[src/sv/tss_pkg.sv]
// ----------------------------------------------------------------------------
// tss_pkg
// Shared types, codes and helpers of the tridiagonal system solver.
// ----------------------------------------------------------------------------
package tss_pkg;

  localparam int IDX_W = 6;
  localparam int CFG_W = 17;
  localparam logic signed [31:0] Q_MAX = 32'sh7FFF_FFFF;
  localparam logic signed [31:0] Q_MIN = 32'sh8000_0000;

  typedef enum logic [3:0] {
    OP_NONE,
    OP_LOAD,
    OP_ROW0,
    OP_MUL_U,
    OP_SUB_U,
    OP_MUL_R,
    OP_SUB_R,
    OP_DIV,
    OP_WRITE,
    OP_BS_RD,
    OP_BS_MUL,
    OP_BS_SUB,
    OP_EM_RD,
    OP_EM_OUT
  } op_t;

  typedef struct packed {
    op_t              op;
    logic [IDX_W-1:0] addr;
    logic             last;
  } cmd_t;

  typedef struct packed {
    logic div_done;
  } stat_t;

  typedef struct packed {
    logic signed [31:0] val;
    logic               sat;
  } sat_t;

  function automatic sat_t sub_sat(input logic signed [31:0] x, input logic signed [31:0] y);
    logic signed [32:0] s;
    sat_t r;
    s = {x[31], x} - {y[31], y};
    r.sat = (s[32] != s[31]);
    r.val = r.sat ? (s[32] ? Q_MIN : Q_MAX) : s[31:0];
    return r;
  endfunction

endpackage

[src/sv/tss_ctrl.sv]
// ----------------------------------------------------------------------------
// tss_ctrl
// Sequencer: forward elimination per row, back substitution, emission.
// ----------------------------------------------------------------------------
module tss_ctrl #(
  parameter int MAX_ROWS = 64
) (
  input  logic           clk,
  input  logic           rst,
  input  logic           start,
  input  logic           last_row,
  input  tss_pkg::stat_t stat,
  output logic           busy,
  output tss_pkg::cmd_t  cmd
);

  typedef enum logic [12:0] {
    S_IDLE   = 13'b0000000000001,
    S_ROW0   = 13'b0000000000010,
    S_MUL_U  = 13'b0000000000100,
    S_SUB_U  = 13'b0000000001000,
    S_MUL_R  = 13'b0000000010000,
    S_SUB_R  = 13'b0000000100000,
    S_DIV    = 13'b0000001000000,
    S_WAIT   = 13'b0000010000000,
    S_WRITE  = 13'b0000100000000,
    S_BS_RD  = 13'b0001000000000,
    S_BS_MUL = 13'b0010000000000,
    S_BS_SUB = 13'b0100000000000,
    S_EM_RD  = 13'b1000000000000
  } state_t;

  localparam logic [tss_pkg::IDX_W-1:0] TOP = tss_pkg::IDX_W'(MAX_ROWS - 1);

  state_t state, state_next;
  logic [tss_pkg::IDX_W-1:0] row_count, row_count_next;
  logic [tss_pkg::IDX_W-1:0] k, k_next;
  logic last_r, last_r_next;
  logic em_out, em_out_next;

  assign busy = (state != S_IDLE) || em_out;

  always_comb begin
    state_next     = state;
    row_count_next = row_count;
    k_next         = k;
    last_r_next    = last_r;
    em_out_next    = 1'b0;
    cmd.op         = tss_pkg::OP_NONE;
    cmd.addr       = k;
    cmd.last       = last_r;
    if (em_out) begin
      cmd.op = tss_pkg::OP_EM_OUT;
      if (k == '0) begin
        row_count_next = '0;
        state_next     = S_IDLE;
      end else begin
        k_next     = k - 1'b1;
        state_next = S_EM_RD;
      end
    end else begin
      unique case (state)
        S_IDLE: begin
          if (start) begin
            cmd.op      = tss_pkg::OP_LOAD;
            last_r_next = last_row || (row_count == TOP);
            state_next  = (row_count == '0) ? S_ROW0 : S_MUL_U;
          end
        end
        S_ROW0: begin
          cmd.op     = tss_pkg::OP_ROW0;
          state_next = S_DIV;
        end
        S_MUL_U: begin
          cmd.op     = tss_pkg::OP_MUL_U;
          state_next = S_SUB_U;
        end
        S_SUB_U: begin
          cmd.op     = tss_pkg::OP_SUB_U;
          state_next = S_MUL_R;
        end
        S_MUL_R: begin
          cmd.op     = tss_pkg::OP_MUL_R;
          state_next = S_SUB_R;
        end
        S_SUB_R: begin
          cmd.op     = tss_pkg::OP_SUB_R;
          state_next = S_DIV;
        end
        S_DIV: begin
          cmd.op     = tss_pkg::OP_DIV;
          state_next = S_WAIT;
        end
        S_WAIT: begin
          if (stat.div_done) state_next = S_WRITE;
        end
        S_WRITE: begin
          cmd.op   = tss_pkg::OP_WRITE;
          cmd.addr = row_count;
          if (!last_r) begin
            row_count_next = row_count + 1'b1;
            state_next     = S_IDLE;
          end else if (row_count == '0) begin
            k_next     = '0;
            state_next = S_EM_RD;
          end else begin
            k_next     = row_count - 1'b1;
            state_next = S_BS_RD;
          end
        end
        S_BS_RD: begin
          cmd.op     = tss_pkg::OP_BS_RD;
          state_next = S_BS_MUL;
        end
        S_BS_MUL: begin
          cmd.op     = tss_pkg::OP_BS_MUL;
          state_next = S_BS_SUB;
        end
        S_BS_SUB: begin
          cmd.op = tss_pkg::OP_BS_SUB;
          if (k == '0) begin
            k_next     = row_count;
            state_next = S_EM_RD;
          end else begin
            k_next     = k - 1'b1;
            state_next = S_BS_RD;
          end
        end
        S_EM_RD: begin
          cmd.op      = tss_pkg::OP_EM_RD;
          em_out_next = 1'b1;
        end
        default: state_next = S_IDLE;
      endcase
    end
  end

  always_ff @(posedge clk) begin
    if (rst) begin
      state     <= S_IDLE;
      row_count <= '0;
      k         <= '0;
      last_r    <= 1'b0;
      em_out    <= 1'b0;
    end else begin
      state     <= state_next;
      row_count <= row_count_next;
      k         <= k_next;
      last_r    <= last_r_next;
      em_out    <= em_out_next;
    end
  end

endmodule

[config.mk]
export PLATFORM = sky130hd
export DESIGN_NAME = tss_ctrl
export DESIGN_NICKNAME = d
export VERILOG_FILES = /design/src/sv/tss_pkg.sv /design/src/sv/tss_ctrl.sv
export SDC_FILE = /design/constraint.sdc
export NUM_CORES = 1
export LEC_CHECK = 0
export ABC_AREA = 1
export BUFFER_PORTS_ARGS = -buffer_cell sky130_fd_sc_hd__buf_2
export CAP_MARGIN = 25
export CORE_UTILIZATION = 59
export CTS_CLUSTER_DIAMETER = 150
export DETAILED_ROUTE_END_ITERATION = 10
export GPL_TIMING_DRIVEN = 0
export PLACE_DENSITY = 0.81
export SLEW_MARGIN = 25
export SYNTH_ARGS = -nofsm -noshare
export SYNTH_HDL_FRONTEND = slang
export SYNTH_SLANG_ARGS = --single-unit
[constraint.sdc]
create_clock -name clk -period 2.3 [get_ports clk]
set_input_delay 0.115 -clock clk [delete_from_list [all_inputs] [get_ports clk]]
set_output_delay 0.115 -clock clk [all_outputs]
set_load 0.01 [all_outputs]
==> results of run 1 <==
power breakdown:
| group | total (mW) | internal [mW] | switching [mW] |
|---|---|---|---|
| clock network | 0.232 | 0.0713 | 0.161 |
| registers | 0.490 | 0.479 | 0.0107 |
| logic | 0.184 | 0.0619 | 0.122 |
state kept, by name, indices dropped and copies added (netlist names):
name and count:
em_out 1, k 6, last_r 1, row_count 6
state 13
cell usage after synthesis, drive strengths merged (5+ instances only):
cell	number	area [um2]
inv	39	146
o21ai	18	109
nor3	14	75.1
buf	5	41.3
nand2	74	323
nor2	48	216
dfxtp	27	541
xor2	6	52.6
a21oi	13	65.1
nand4	7	50.1
nand3	26	153
repair_timing:
action,in CTS,in global routing
hold buffers,1,0
hold endpoints to repair,1,0
setup buffers,0,0
setup endpoints to repair,0,0
kinds of logic after synthesis:
family                   count (synthesis)
adder cells (fa/ha/maj)                  3
XOR/XNOR                                 7
flip-flops                              27
AO/OA/AOI/OAI                           39
AND/OR/NAND/NOR                        177
buffers and inverters                   47
final cells by class:
cell class / instances / area [um2] / area share (%)
Sequential cell: 27 / 541 / 25.5
Clock buffer: 3 / 22.5 / 1.06
Timing Repair Buffer: 17 / 90.1 / 4.25
Inverter: 39 / 146 / 6.90
Tap cell: 44 / 55.1 / 2.59
Clock inverter: 1 / 8.76 / 0.413
Multi-Input combinational cell: 226 / 1210 / 56.8
Buffer: 8 / 52.6 / 2.48
layer usage:
layer | wire length [um] | track usage, % | vias up
met2 | 1980 | 42.4 | 76
met5 | 0 | 0 | -
met3 | 281 | 4.80 | 8
met1 | 2270 | 39.6 | 889
met4 | 56 | 6.12 | 0
li1 | - | - | 1015
worst register-to-register path: stages, from the launching register on:
cell and delay [ns]:
dfxtp_1 0.34, inv_1 0.13, ha_1 0.20, nand3_1 0.14
nor2_2 0.25, nand2_1 0.17, nand2_2 0.12, nand2_4 0.09
nand2_4 0.09, buf_12 0.13, nand2_2 0.05, o21ai_2 0.07
nor2_1 0.06, nor2_1 0.08
worst paths after layout:
path | to | startpoint | depth (start not counted) | slack, ns
worst max-delay path | cmd[7] | em_out | 5 | 0.20
worst min-delay path | state[7] | stat | 3 | 0.06
worst max register to register | k[3] | k[0] | 13 | 0.34
worst min register to register | row_count[1] | row_count[1] | 2 | 0.55
through the flow:
| stage | utilization [%] | power (mW) |
|---|---|---|
| floorplan | - | 0.636 |
| global placement | 67.1 | 0.677 |
| detailed placement | 67.1 | 0.680 |
| CTS | 68.4 | 0.907 |
| global route | 68.4 | 0.946 |
| finish | 68.4 | 0.906 |
==> key figures, run 1 <==
Setup path
  • Worst Path Required: 2.18 ns
  • Arrival time at the worst endpoint: 1.98 ns
  • Slowest CP cell: dfxtp_1
  • CP dominant cell by count: buf_2
  • CP bufs+invs: 4
  • CP startpoint kind: flop
  • Worst Setup End Kind: primary output
  • Crit Path Category: reg2out
  • CP delay by family, top: buffers and inverters
  • CP peak stage delay: 0.41 ns
  • Crit path max fanout: 10
  • Crit path cell chain: inv_1 > buf_2 > buf_1 > o2111ai_1 > buf_2

Power and ir drop
  • Pwr dens: 427 mW/mm2
  • Lkg Pwr: 0.988 nW
  • Max VDD drop: 430 uV

Synth
  • Async SR Flop Fraction: 0%
  • Synth Area per Inst: 6.49 um2
  • Synth Cell Area: 0.00195 mm2
  • Synth Warn #: 0
  • XOR/XNOR Fraction of Synth Area: 3.15%
  • Synth Area in Compound Gates: 12.1%
  • Synthesized instance count: 300
  • Synth cell types: 39
  • Register area share after synthesis: 27.8%
  • Mux cell area share after synthesis: 0%
  • Primary FF master, synth: dfxtp_1
  • Post-Syn Nets: 308
  • Largest family of logic cells by synthesized area: simple AND/OR/NAND/NOR gates
  • Synth Area in Adders: 1.93%
  • Simple-gate portion of the synthesized area: 44.8%
  • Yosys reg bits: 27
  • EDFF count, synth: 0

Flow run
  • Max-Cap Viols: 0

Routing
  • Vias/cell: 5.45
  • Initial DRC count: 154
  • Post-route ant nets: 0
  • Drt drc: 0
  • Pre-Repair DR Iteration Count: 5
  • Total wire length: 4.59 mm
  • Drt wl/cell: 12.6 um
  • Via count: 1988

Clocking
  • TritonCTS Sinks: 27
  • Clock transition at path regs: 0.16 ns
  • CTS max path bufs: 2
  • CTS H-tree lvls: 1
  • Cts repair resizes: 0
  • Cts bufs inserted: 3
  • Clk root buf: clkbuf_4
  • CTS tree: built
  • Clock Latency Late Sink: 0.34 ns

Layout
  • Most frequent cells in the layout: nand2_1, nor2_1, inv_1
  • Layout area overhead: 9.07%
  • FILL cells: 297
  • # diodes: 0
  • Nets: 330
  • Design Area, Final: 0.00212 mm2
  • Layout cell share with drive strength beyond 1: 18.1%
  • Most common cell after layout, fill and taps aside: nand2_1
  • Final Instance Count excl. Fillers: 365

Die
  • Die height: 59.4 um
  • Die Width: 59.4 um
  • Core area: 0.00310 mm2
  • # IOs: 17
  • Placement row count: 20
  • Die area: 0.00353 mm2
  • Initial core utilization: 62.7%

STA
  • Min Tclk post-route: 2.10 ns
  • Worst Hold Slack: 0.0595 ns
  • Setup TNS: 0 ns
  • Final Cycle Share: 91.2%
  • Worst clock skew: 0.00382 ns
  • Fmax: 477 MHz
  • Measured slew at the worst slew-check pin: 0.519 ns
  • Setup Viol. Count Final: 0
  • Final setup margin: 0.203 ns
  • Rel. slew slack: 65.4%
  • Final Hold Viols: 0
  • Unrepaired setup endpoints after global routing: false
  • Final Max Slew Viols: 0

Place
  • Port-buffer cells: 16
  • Placed Cells incl. Taps: 360
  • DP Area: 0.00208 mm2
  • Pre-CTS setup slack: 0.396 ns
  • Hpwl dp: 3.54 mm
  • Routability cong.: 0.945

Global route
  • Grt total ovfl: 0
  • Vias in the first global route: 1641
  • Initial antenna violation count: 0
  • Pin count of the biggest net entering global routing: 18
  • Total GRT Usage: 27.4%
  • First-pass GRT wire length: 7.31 mm

Min path
  • Min-Delay Path Class: in2reg

Outcome
  • Outcome: completed
No activity file was read; power rests on OpenSTA's default activity.
==> run 2, diff against run 1 <==
--- a/config.mk
+++ b/config.mk
@@ -5,14 +5,13 @@
 export SDC_FILE = /design/constraint.sdc
 export NUM_CORES = 1
 export LEC_CHECK = 0
-export ABC_AREA = 1
 export BUFFER_PORTS_ARGS = -buffer_cell sky130_fd_sc_hd__buf_2
 export CAP_MARGIN = 25
-export CORE_UTILIZATION = 59
+export CORE_UTILIZATION = 60
 export CTS_CLUSTER_DIAMETER = 150
 export DETAILED_ROUTE_END_ITERATION = 10
 export GPL_TIMING_DRIVEN = 0
-export PLACE_DENSITY = 0.81
+export PLACE_DENSITY = 0.82
 export SLEW_MARGIN = 25
 export SYNTH_ARGS = -nofsm -noshare
 export SYNTH_HDL_FRONTEND = slang
==> key figures, run 2 <==
STA
  • Final Max Slew Viols: 0 (unchanged)
  • Unrepaired setup endpoints after global routing: true (was false)
  • Min Tclk post-route: 2.38 ns (was 2.10 ns)
  • Worst clock skew: 0.00642 ns (was 0.00382 ns)
  • Fmax: 420 MHz (was 477 MHz)
  • Final Cycle Share: 104% (was 91.2%)
  • Final setup margin: -0.0831 ns (was 0.203 ns)
  • Final Hold Viols: 0 (unchanged)
  • Measured slew at the worst slew-check pin: 0.789 ns (was 0.519 ns)
  • Rel. slew slack: 47.0% (was 65.4%)
  • Setup Viol. Count Final: 4 (was 0)

Layout
  • Util after Layout: 80.0% (was 68.4%)
  • Most common cell after layout, fill and taps aside: buf_4 (was nand2_1)
  • Regs by FF count: state: 13 flops, k: 6 flops, row_count: 6 flops (unchanged)
  • # diodes: 0 (unchanged)
  • Layout cell share with drive strength beyond 1: 28.9% (was 18.1%)
  • Layout area overhead: 23.7% (was 9.07%)
  • Nets: 317 (was 330)
  • Largest register by flop count: state (unchanged)
  • Largest register FFs: 13 (unchanged)
  • FILL cells: 233 (was 297)
  • Most frequent cells in the layout: buf_4, nor2_1, nand2_1 (was nand2_1, nor2_1, inv_1)

Min path
  • Min-Delay Path Class: in2reg (unchanged)

Global route
  • Initial antenna violation count: 0 (unchanged)
  • Vias in the first global route: 1931 (was 1641)
  • First-pass GRT wire length: 9.20 mm (was 7.31 mm)
  • M1 GR Usage: 50.9% (was 39.6%)
  • Met2 global-route usage: 48.9% (was 42.4%)
  • Pin count of the biggest net entering global routing: 16 (was 18)
  • Most Crowded Layer GR: met1 (was met2)
  • Total GRT Usage: 33.8% (was 27.4%)
  • Grt total ovfl: 0 (unchanged)
  • Routing usage on met3: 3.90% (was 4.80%)

Synth
  • Primary FF master, synth: dfxtp_1 (unchanged)
  • Most frequent cell after synthesis: dfxtp_1 (was nand2_1)
  • Synthesized instance count: 268 (was 300)
  • Async SR Flop Fraction: 0% (unchanged)
  • Area share of the largest cell type after synthesis: 26.7% (was 27.8%)
  • EDFF count, synth: 0 (unchanged)
  • Synth cell count leaders: dfxtp_1, nor2_1, nand2_1 (was nand2_1, nor2_1, inv_1)
  • Register area share after synthesis: 26.7% (was 27.8%)
  • Synth Warn #: 0 (unchanged)
  • Yosys reg bits: 27 (unchanged)
  • Synth Cell Area: 0.00202 mm2 (was 0.00195 mm2)
  • Post-Syn Nets: 276 (was 308)
  • Synth Area per Inst: 7.54 um2 (was 6.49 um2)
  • Top cells by area, synth: dfxtp_1, nor2_1, o21ai_0 (was dfxtp_1, nand2_1, nor2_1)
  • Synth area leader: dfxtp_1 (unchanged)
  • Synth cell types: 61 (was 39)

Routing
  • Drt wl/cell: 18.4 um (was 12.6 um)
  • Initial DRC count: 339 (was 154)
  • Pre-Repair DR Iteration Count: 5 (unchanged)
  • Via count: 2429 (was 1988)
  • Drt drc: 0 (unchanged)
  • Total wire length: 6.49 mm (was 4.59 mm)
  • Post-route ant nets: 0 (unchanged)
  • Vias/cell: 6.90 (was 5.45)

Die
  • Initial core utilization: 64.6% (was 62.7%)
  • Placement row count: 20 (unchanged)
  • Die Width: 60.1 um (was 59.4 um)
  • Die area: 0.00361 mm2 (was 0.00353 mm2)
  • Die height: 60.1 um (was 59.4 um)
  • # IOs: 17 (unchanged)
  • Core area: 0.00313 mm2 (was 0.00310 mm2)

Clocking
  • Clk root buf: clkbuf_4 (unchanged)
  • Clock transition at path regs: 0.16 ns (about the same)
  • CTS max path bufs: 2 (unchanged)
  • CTS H-tree lvls: 1 (unchanged)
  • Clock Latency Late Sink: 0.34 ns (about the same)
  • TritonCTS Sinks: 27 (unchanged)
  • CTS tree: built (unchanged)
  • Cts bufs inserted: 3 (unchanged)

Power and ir drop
  • Max VDD drop: 252 uV (was 430 uV)
  • Lkg Pwr: 0.980 nW (was 0.988 nW)
  • Pwr dens: 357 mW/mm2 (was 427 mW/mm2)
  • Tot Pwr: 893 uW (was 906 uW)

Flow run
  • Max-Cap Viols: 0 (unchanged)

Setup path
  • Crit path max fanout: 10 (unchanged)
  • CP startpoint kind: flop (unchanged)
  • Arrival time at the worst endpoint: 2.66 ns (was 1.98 ns)
  • Worst Path Required: 2.58 ns (was 2.18 ns)
  • Crit Path Category: reg2reg (was reg2out)
  • Worst Setup End Kind: flop (was primary output)

Outcome
  • Outcome: complete, but fails checks (was completed)
  • Failing checks: setup timing

Place
  • Pre-CTS setup slack: -0.157 ns (was 0.396 ns)
  • Port-buffer cells: 15 (was 16)
  • Hpwl dp: 3.77 mm (was 3.54 mm)
  • Routability cong.: 0.973 (was 0.945)
==> run 2: changes by cell type after synthesis, moves of 8 or more <==
cell,delta
inv_1,-26
nand2_1,-40
nand2_2,-9
nor2_1,-15
nor4_1,+8
or3_1,+10
==> run 2: timing repair <==
item | in CTS | in global routing
setup endpoints to repair | 25 | 15
resized for setup | 24 | 17
hold buffers | 1 | 0
hold endpoints to repair | 1 | 0
pin swaps | 6 | 11
buffers inserted | 16 | 12
gates cloned | 0 | 0
==> run 2: worst paths after layout <==
check | start | end | slack [ns] | cells after the start
max | state[9] | k[2] | -0.08 | 8
max reg2reg | state[9] | k[2] | -0.08 | 8
min | last_row | last_r | 0.08 | 3
min reg2reg | k[5] | k[5] | 0.57 | 2
==> run 2: final cells by class <==
cell class / instances / area [um2] / area share (%)
Buffer: 15 / 73.8 / 2.95
Clock buffer: 3 / 22.5 / 0.900
Clock inverter: 1 / 5.00 / 0.200
Inverter: 11 / 41.3 / 1.65
Multi-Input combinational cell: 209 / 1450 / 58.1
Sequential cell: 27 / 559 / 22.4
Tap cell: 44 / 55.1 / 2.20
Timing Repair Buffer: 42 / 290 / 11.6
==> run 2: worst max-delay path: stages, from the launching register on <==
cell	delay, ns
dfxtp_1	0.34
buf_4	0.16
or4b_4	0.54
nor4_4	0.32
buf_4	0.20
buf_6	0.15
mux2i_1	0.24
nand3_1	0.16
a31oi_1	0.21
==> run 2: metrics by stage <==
stage | instance area [um2] | instances | hold slack (ns) | setup TNS [ns]
finish | 2500 | 352 | 0.0772 | -0.180
global route | 2500 | 352 | 0.0803 | -0.847
detailed placement | 2160 | 327 | 0.382 | -0.341
global placement | 2150 | 327 | 0.379 | -0.621
CTS | 2420 | 348 | 0.0836 | -0.0449
floorplan | 2020 | 268 | 0.225 | 0
==> run 2: per-layer routing <==
layer / vias to the layer above / routed length, um
li1: 1086 / -
met1: 1088 / 2550
met2: 208 / 2810
met3: 47 / 804
met4: 0 / 327
met5: - / 0
==> run 2: cells by family (layout without fill, tap and decap cells) <==
group                    count (synthesis)  after routing  synth area share [%]
AO/OA/AOI/OAI                           64             64                  21.0
XOR/XNOR                                 3              3                  1.30
adder cells (fa/ha/maj)                  3              3                  1.86
buffers and inverters                   32             72                  7.49
flip-flops                              27             27                  26.7
multiplexers                             7              7                  3.77
AND/OR/NAND/NOR                        132            132                  37.9
==> run 2: power by group <==
| part | internal, mW | leakage [nW] | switching [mW] |
|---|---|---|---|
| logic | 0.0897 | 0.739 | 0.0929 |
| registers | 0.473 | 0.223 | 0.0120 |
| clock network | 0.0656 | 0.0177 | 0.160 |
| total | 0.628 | 0.980 | 0.265 |
